==> config.mk <==
export PLATFORM = sky130hd
export DESIGN_NAME = tcw_ctrl
export DESIGN_NICKNAME = d
export VERILOG_FILES = /design/src/rtl/core/tcw_pkg.sv /design/src/rtl/core/tcw_ctrl.sv
export SDC_FILE = /design/constraint.sdc
export NUM_CORES = 1
export LEC_CHECK = 0
export ABC_CLOCK_PERIOD_IN_PS = 3600
export BUFFER_PORTS_ARGS = -buffer_cell sky130_fd_sc_hd__buf_4
export CORE_MARGIN = 2
export CORE_UTILIZATION = 50
export DETAILED_ROUTE_END_ITERATION = 8
export PLACE_DENSITY = 0.84
export SLEW_MARGIN = 10
export SYNTH_ARGS = -nofsm -noshare
export SYNTH_HDL_FRONTEND = slang
export SYNTH_SLANG_ARGS = --single-unit
==> constraint.sdc <==
create_clock -name aclk -period 3.6 [get_ports aclk]
set_input_delay 0.54 -clock aclk [delete_from_list [all_inputs] [get_ports aclk]]
set_output_delay 0.54 -clock aclk [all_outputs]
set_load 0.05 [all_outputs]
==> src/rtl/core/tcw_pkg.sv <==
`timescale 1ns / 1ps
`default_nettype none

package tcw_pkg;

    localparam int DEF_SCREEN_WIDTH  = 80;
    localparam int DEF_SCREEN_HEIGHT = 25;

    localparam int CHAR_W   = 8;
    localparam int PROBE_W  = 11;
    localparam int CELL_W   = 16;
    localparam int COLOUR_W = 4;

    localparam int OUT_COL_W = 7;
    localparam int OUT_ROW_W = 5;
    localparam int OUT_POS_W = 11;

    localparam int S_TDATA_W = 24;
    localparam int M_TDATA_W = 40;

    localparam int CFG_INDEX_W = 1;

    localparam logic [CHAR_W-1:0]   CHAR_NEWLINE = 8'h0A;
    localparam logic [CHAR_W-1:0]   CHAR_TAB     = 8'h09;
    localparam logic [CHAR_W-1:0]   CHAR_SPACE   = 8'h20;
    localparam int                  TAB_STEP     = 4;
    localparam logic [CELL_W-1:0]   BLANK_CELL   = 16'h0720;

    localparam logic [COLOUR_W-1:0] FG_RESET = 4'h7;
    localparam logic [COLOUR_W-1:0] BG_RESET = 4'h0;

    typedef enum logic [CFG_INDEX_W-1:0] {
        REG_FOREGROUND = 1'b0,
        REG_BACKGROUND = 1'b1
    } cfg_reg_t;

    typedef struct packed {
        logic [COLOUR_W-1:0] bg;
        logic [COLOUR_W-1:0] fg;
    } attr_t;

endpackage

`default_nettype wire

==> src/rtl/core/tcw_ctrl.sv <==
`timescale 1ns / 1ps
`default_nettype none

module tcw_ctrl #(
    parameter int SCREEN_WIDTH  = 80,
    parameter int SCREEN_HEIGHT = 25,
    parameter int ADDR_W        = 11
) (
    input  wire                            aclk,
    input  wire                            aresetn,
    input  wire  tcw_pkg::attr_t           attr,
    input  wire                            s_tvalid,
    output logic                           s_tready,
    input  wire  [tcw_pkg::CHAR_W-1:0]     s_char,
    input  wire  [tcw_pkg::PROBE_W-1:0]    s_probe,
    output logic                           m_tvalid,
    input  wire                            m_tready,
    output logic [tcw_pkg::M_TDATA_W-1:0]  m_tdata,
    output logic                           ram_wr_en,
    output logic [ADDR_W-1:0]              ram_wr_addr,
    output logic [tcw_pkg::CELL_W-1:0]     ram_wr_data,
    output logic                           ram_rd_en,
    output logic [ADDR_W-1:0]              ram_rd_addr,
    input  wire  [tcw_pkg::CELL_W-1:0]     ram_rd_data
);
    import tcw_pkg::*;

    localparam int CELL_COUNT = SCREEN_WIDTH * SCREEN_HEIGHT;
    localparam int COL_W      = $clog2(SCREEN_WIDTH);
    localparam int ROW_W      = $clog2(SCREEN_HEIGHT);
    localparam int LAST_ROW   = SCREEN_HEIGHT - 1;
    localparam int LAST_POS   = LAST_ROW * SCREEN_WIDTH;

    typedef enum logic [5:0] {
        ST_CLEAR = 6'b000001,
        ST_IDLE  = 6'b000010,
        ST_COPY  = 6'b000100,
        ST_FILL  = 6'b001000,
        ST_PROBE = 6'b010000,
        ST_DONE  = 6'b100000
    } state_t;

    state_t                 state_reg, state_next;
    logic [COL_W-1:0]       col_reg, col_next;
    logic [ROW_W-1:0]       row_reg, row_next;
    logic [ADDR_W-1:0]      pos_reg, pos_next;
    logic [ADDR_W-1:0]      walk_reg, walk_next;
    logic                   cp_valid_reg, cp_valid_next;
    logic [ADDR_W-1:0]      cp_addr_reg, cp_addr_next;
    logic [PROBE_W-1:0]     probe_reg, probe_next;
    logic                   probe_ok_reg, probe_ok_next;
    logic                   fwd_hit_reg, fwd_hit_next;
    logic [CELL_W-1:0]      fwd_data_reg, fwd_data_next;
    logic                   scrolled_reg, scrolled_next;
    logic                   m_valid_reg, m_valid_next;
    logic [M_TDATA_W-1:0]   m_data_reg, m_data_next;

    logic                   accept;
    logic                   is_newline;
    logic                   is_tab;
    logic                   is_print;
    logic [COL_W:0]         col_tab;
    logic [COL_W:0]         col_inc;
    logic                   wrap;
    logic                   last_row;
    logic [ADDR_W:0]        line_start;
    logic [CELL_W-1:0]      char_cell;
    logic [CELL_W-1:0]      fill_cell;
    logic [CELL_W-1:0]      probe_data;
    logic                   out_free;

    assign s_tready = (state_reg == ST_IDLE);
    assign accept   = s_tvalid && s_tready;
    assign m_tvalid = m_valid_reg;
    assign m_tdata  = m_data_reg;
    assign out_free = !m_valid_reg || m_tready;

    assign is_newline = (s_char == CHAR_NEWLINE);
    assign is_tab     = (s_char == CHAR_TAB);
    assign is_print   = !is_newline && !is_tab;
    assign col_tab    = {1'b0, col_reg} + (COL_W + 1)'(TAB_STEP);
    assign col_inc    = {1'b0, col_reg} + (COL_W + 1)'(1);
    assign wrap       = is_newline
                     || (is_tab && (col_tab >= (COL_W + 1)'(SCREEN_WIDTH)))
                     || (is_print && (col_inc >= (COL_W + 1)'(SCREEN_WIDTH)));
    assign last_row   = (row_reg == ROW_W'(LAST_ROW));
    assign line_start = {1'b0, pos_reg} - (ADDR_W + 1)'(col_reg)
                      + (ADDR_W + 1)'(SCREEN_WIDTH);
    assign char_cell  = {attr, s_char};
    assign fill_cell  = {attr, CHAR_SPACE};
    assign probe_data = !probe_ok_reg ? '0 : (fwd_hit_reg ? fwd_data_reg : ram_rd_data);

    always_comb begin
        state_next    = state_reg;
        col_next      = col_reg;
        row_next      = row_reg;
        pos_next      = pos_reg;
        walk_next     = walk_reg;
        cp_valid_next = 1'b0;
        cp_addr_next  = cp_addr_reg;
        probe_next    = probe_reg;
        probe_ok_next = probe_ok_reg;
        fwd_hit_next  = fwd_hit_reg;
        fwd_data_next = fwd_data_reg;
        scrolled_next = scrolled_reg;
        m_valid_next  = m_valid_reg && !m_tready;
        m_data_next   = m_data_reg;
        ram_wr_en     = cp_valid_reg;
        ram_wr_addr   = cp_addr_reg;
        ram_wr_data   = ram_rd_data;
        ram_rd_en     = 1'b0;
        ram_rd_addr   = walk_reg;

        case (state_reg)
            ST_CLEAR: begin
                ram_wr_en   = 1'b1;
                ram_wr_addr = walk_reg;
                ram_wr_data = BLANK_CELL;
                if (walk_reg == ADDR_W'(CELL_COUNT - 1)) begin
                    walk_next  = '0;
                    state_next = ST_IDLE;
                end else begin
                    walk_next = walk_reg + ADDR_W'(1);
                end
            end
            ST_IDLE: begin
                if (accept) begin
                    probe_next    = s_probe;
                    probe_ok_next = ({21'd0, s_probe} < 32'(CELL_COUNT));
                    scrolled_next = 1'b0;
                    if (is_print) begin
                        ram_wr_en   = 1'b1;
                        ram_wr_addr = pos_reg;
                        ram_wr_data = char_cell;
                    end
                    if (wrap) begin
                        col_next = '0;
                        if (last_row) begin
                            pos_next      = ADDR_W'(LAST_POS);
                            scrolled_next = 1'b1;
                        end else begin
                            row_next = row_reg + ROW_W'(1);
                            pos_next = line_start[ADDR_W-1:0];
                        end
                    end else if (is_tab) begin
                        col_next = col_tab[COL_W-1:0];
                        pos_next = pos_reg + ADDR_W'(TAB_STEP);
                    end else begin
                        col_next = col_inc[COL_W-1:0];
                        pos_next = pos_reg + ADDR_W'(1);
                    end
                    if (wrap && last_row) begin
                        walk_next    = ADDR_W'(SCREEN_WIDTH);
                        fwd_hit_next = 1'b0;
                        state_next   = ST_COPY;
                    end else begin
                        ram_rd_en     = 1'b1;
                        ram_rd_addr   = ADDR_W'(s_probe);
                        fwd_hit_next  = is_print && ({21'd0, s_probe} == 32'(pos_reg));
                        fwd_data_next = char_cell;
                        state_next    = ST_DONE;
                    end
                end
            end
            ST_COPY: begin
                ram_rd_en     = 1'b1;
                ram_rd_addr   = walk_reg;
                cp_valid_next = 1'b1;
                cp_addr_next  = walk_reg - ADDR_W'(SCREEN_WIDTH);
                if (walk_reg == ADDR_W'(CELL_COUNT - 1)) begin
                    walk_next  = ADDR_W'(LAST_POS);
                    state_next = ST_FILL;
                end else begin
                    walk_next = walk_reg + ADDR_W'(1);
                end
            end
            ST_FILL: begin
                if (!cp_valid_reg) begin
                    ram_wr_en   = 1'b1;
                    ram_wr_addr = walk_reg;
                    ram_wr_data = fill_cell;
                    if (walk_reg == ADDR_W'(CELL_COUNT - 1)) begin
                        walk_next  = '0;
                        state_next = ST_PROBE;
                    end else begin
                        walk_next = walk_reg + ADDR_W'(1);
                    end
                end
            end
            ST_PROBE: begin
                ram_rd_en   = 1'b1;
                ram_rd_addr = ADDR_W'(probe_reg);
                state_next  = ST_DONE;
            end
            ST_DONE: begin
                if (out_free) begin
                    m_valid_next = 1'b1;
                    m_data_next  = {probe_data, scrolled_reg, OUT_POS_W'(pos_reg),
                                    OUT_ROW_W'(row_reg), OUT_COL_W'(col_reg)};
                    state_next   = ST_IDLE;
                end
            end
            default: begin
                state_next = ST_CLEAR;
                walk_next  = '0;
            end
        endcase
    end

    always_ff @(posedge aclk) begin
        if (!aresetn) begin
            state_reg    <= ST_CLEAR;
            col_reg      <= '0;
            row_reg      <= '0;
            pos_reg      <= '0;
            walk_reg     <= '0;
            cp_valid_reg <= 1'b0;
            m_valid_reg  <= 1'b0;
        end else begin
            state_reg    <= state_next;
            col_reg      <= col_next;
            row_reg      <= row_next;
            pos_reg      <= pos_next;
            walk_reg     <= walk_next;
            cp_valid_reg <= cp_valid_next;
            m_valid_reg  <= m_valid_next;
        end
    end

    always_ff @(posedge aclk) begin
        cp_addr_reg  <= cp_addr_next;
        probe_reg    <= probe_next;
        probe_ok_reg <= probe_ok_next;
        fwd_hit_reg  <= fwd_hit_next;
        fwd_data_reg <= fwd_data_next;
        scrolled_reg <= scrolled_next;
        m_data_reg   <= m_data_next;
    end

`ifndef ASSERT_OFF
    a_col_in_range: assert property (@(posedge aclk) disable iff (!aresetn)
        32'(col_reg) < SCREEN_WIDTH)
        else $error("Cursor column has left the screen.");

    a_pos_tracks_cursor: assert property (@(posedge aclk) disable iff (!aresetn)
        32'(pos_reg) == 32'(row_reg) * SCREEN_WIDTH + 32'(col_reg))
        else $error("Linear cursor position disagrees with row and column.");

    a_scroll_on_last_row: assert property (@(posedge aclk) disable iff (!aresetn)
        (state_reg == ST_COPY || state_reg == ST_FILL) |-> last_row)
        else $error("Screen scroll running while the cursor is not on the last row.");

    a_result_from_done: assert property (@(posedge aclk) disable iff (!aresetn)
        $rose(m_valid_reg) |-> $past(state_reg == ST_DONE))
        else $error("Result presented without a finished request.");
`endif

endmodule

`default_nettype wire
==> qor.txt <==
Max reg flops = 40
Cell taking the most area after synthesis = edfxtp_1
Critical Path Fanout Max = 28
Adder-Cell Fraction of Synth Area = 5.90%
Commonest non-fill, non-tap cells in the layout = 141 x buf_4, 81 x edfxtp_1, 57 x nand2_1
Fin Clk Skew = 0.0125 ns
Max-Cap Viols = 0
Clk slew on worst S/H paths = 0.06 ns
Commonest non-fill, non-tap cell in the layout = buf_4
DRC marker count from the first detailed-route iteration = 718
Cell Pwr Density = 665 mW/mm²
Largest cells by area after synthesis = edfxtp_1 36%, dfxtp_1 13%, ha_1 5.6%
Syn-to-layout area delta = 27.7%
Sequential cell area fraction in the yosys report = 48.9%
Final ANT Viol Nets = 0
WP data arrival = 2.99 ns
Top_reg_cell synth = edfxtp_1
H-tree depth = 4
Main combinational cell family by area after synthesis = compound AO/OA/AOI/OAI gates
Worst skew pair latency = 0.43 ns
Hold_buf cts = 0
Largest net degree at the start of global routing = 37
Drt wl/cell = 20.1 µm
Worst path slowest cell = or4_4
Minimum clock period after layout = 3.53 ns
Number of top-level pins = 129
Xor/xnor share of the synthesized area = 4.19%
FFs w/ async S/R, synth = 0%
Final core occ = 65.1%
IO buf count = 128
Final setup fails = 0
Finished layout cell area = 0.00855 mm²
Startpoint Class = register
Total track usage = 27.3%
CTS root buf = clkbuf_16
Diodes inserted = 0
Final hold vios = 0
YS warnings = 0
Vias in the first global route = 5597
Worst setup EP type = output port
Worst min path class = in2reg
Vias = 5948
CP top delay family = simple AND/OR/NAND/NOR gates
CTS Sinks = 123
Mux cell area share after synthesis = 3.14%
CORE AREA = 0.0131 mm²
Finished Layout Cells = 971
CTS tree = done
Hold_ws = 0.298 ns
Distinct cells, synth = 70
Unrepaired setup endpoints after global routing = true
Worst Setup SP = state_reg[3]
WP buf/inv = 3
GP Congestion = 0.868
Placement Setup Slack = 0.105 ns
1st-pass router iterations = 5
Postcts setup bufs = 0
DRC Markers = 0
Fill cells = 1015
VDD IR-drop max = 0.719 mV
Starting Density = 51.0%
Total Routed Length = 19500 µm
Global-route wire length before repair = 29900 µm
Die area = 0.0143 mm²
Dpl cell area = 0.00784 mm²
Final Max Slew Viols = 0
Cell Area, Synth = 0.00670 mm²
Net total in the final layout = 861
Hold path start = attr[6]
Vias/cell = 6.13
Yosys top cell area share = 36.3%
Row count = 42
Initial antenna violation count = 0
Outcome = completed
Total grt overflow = 0
Worst-path cell chain = or4_4 > or3_4 > inv_8 > nand2_4 > a31oi_2 > buf_12 > a22oi_1 > nand2_1 > buf_4
CP peak stage delay = 0.54 ns
Num CTS Buffers = 17
Final setup margin = 0.0734 ns
Share of layout cells above drive strength 1 = 25.0%
Syn avg cell area = 10.2 µm²
CP required = 3.06 ns
Post-synthesis net count = 732
Simple-Gate Fraction of Synth Area = 16.2%
Slew headroom = 36.1%
Clk buf depth = 2
Worst-Margin Slew = 0.959 ns
Hpwl dp = 13400 µm
Fmax = 0.284 GHz
Compound-cell area share of the yosys netlist = 16.8%
Yosys reg bits = 123
Worst reg2reg path startpoint = col_reg[2]
Die Ht = 120 µm
Crit Path Class = reg2out
Final period util = 98.0%
DP Cell Count = 939
Syn Inst Count = 654
Post-synth EDFFs = 81
Leakage = 3.42 nW
Die width = 120 µm
## through the flow
step	TNS, ns	power [mW]
global route	-0.235	5.88
global placement	0	3.75
floorplan	-0.0280	3.17
detailed placement	0	3.78
finish	0	5.69
CTS	0	5.66
## kinds of logic after synthesis
| logic type | count (synthesis) |
|---|---|
| and+or+nand+nor | 210 |
| adders and majority gates | 31 |
| buffers and inverters | 76 |
| muxes | 21 |
| xor gates and xnor gates | 32 |
| AOI/OAI and AO/OA | 161 |
| DFF | 123 |
## worst paths after layout
kind / slack (ns) / cells after the start / end
max: 0.07 / 9 / ram_rd_addr[1]
min: 0.30 / 1 / fwd_data_reg[14]
max reg2reg: 0.55 / 9 / walk_reg[9]
min reg2reg: 0.45 / 0 / m_tdata[23]
## metal layers
| layer | wire length (µm) | track usage (%) |
|---|---|---|
| met1 | 7810 | 36.8 |
| met3 | 2230 | 6.18 |
| met2 | 8870 | 42.1 |
| met4 | 622 | 12.1 |
| met5 | 0 | 0 |
## timing repair
item / CTS / global route
endpoints found under the setup margin: 38 / 28
resized for setup: 6 / 8
hold endpoints to repair: 0 / 0
pin swaps: 2 / 3
gates cloned: 1 / 0
## synth_stat cells (3+ instances only)
cell type / n
edfxtp_1: 81
nand2_1: 57
dfxtp_1: 42
nor2_1: 40
inv_1: 39
a21oi_1: 36
o21ai_0: 33
ha_1: 30
nor2b_1: 23
mux2i_1: 21
nand3_1: 18
nor3_1: 18
xor2_1: 18
clkbuf_1: 17
a22oi_1: 15
xnor2_1: 14
buf_2: 12
a222oi_1: 11
and3_1: 10
a22o_1: 8
nand2b_1: 8
a211oi_1: 7
a31oi_1: 7
nand4_1: 6
or3_1: 5
a21o_1: 4
nor4_1: 4
o221a_2: 4
o31ai_1: 4
a211o_1: 3
a221o_1: 3
nand3b_1: 3
nor4b_1: 3
o211ai_1: 3
o311a_1: 3
## where the power goes
group | internal, mW | leakage (nW) | switching, mW | total [mW]
clock network | 1.24 | 0.305 | 0.619 | 1.86
logic | 0.659 | 2.05 | 1.50 | 2.16
registers | 1.59 | 1.06 | 0.0811 | 1.68
total | 3.49 | 3.42 | 2.20 | 5.69
## final cells by class
| type | instances | area (µm²) | share of cell area, % |
|---|---|---|---|
| sequential | 123 | 3280 | 38.3 |
| timing repair buffer | 143 | 1090 | 12.7 |
| inverter | 42 | 170 | 1.99 |
| multi-input combinational | 456 | 3160 | 36.9 |
| tap | 176 | 220 | 2.58 |
| clock inverter | 12 | 196 | 2.30 |
| clock buffer | 19 | 443 | 5.18 |
(Power assumes the default switching activity.)
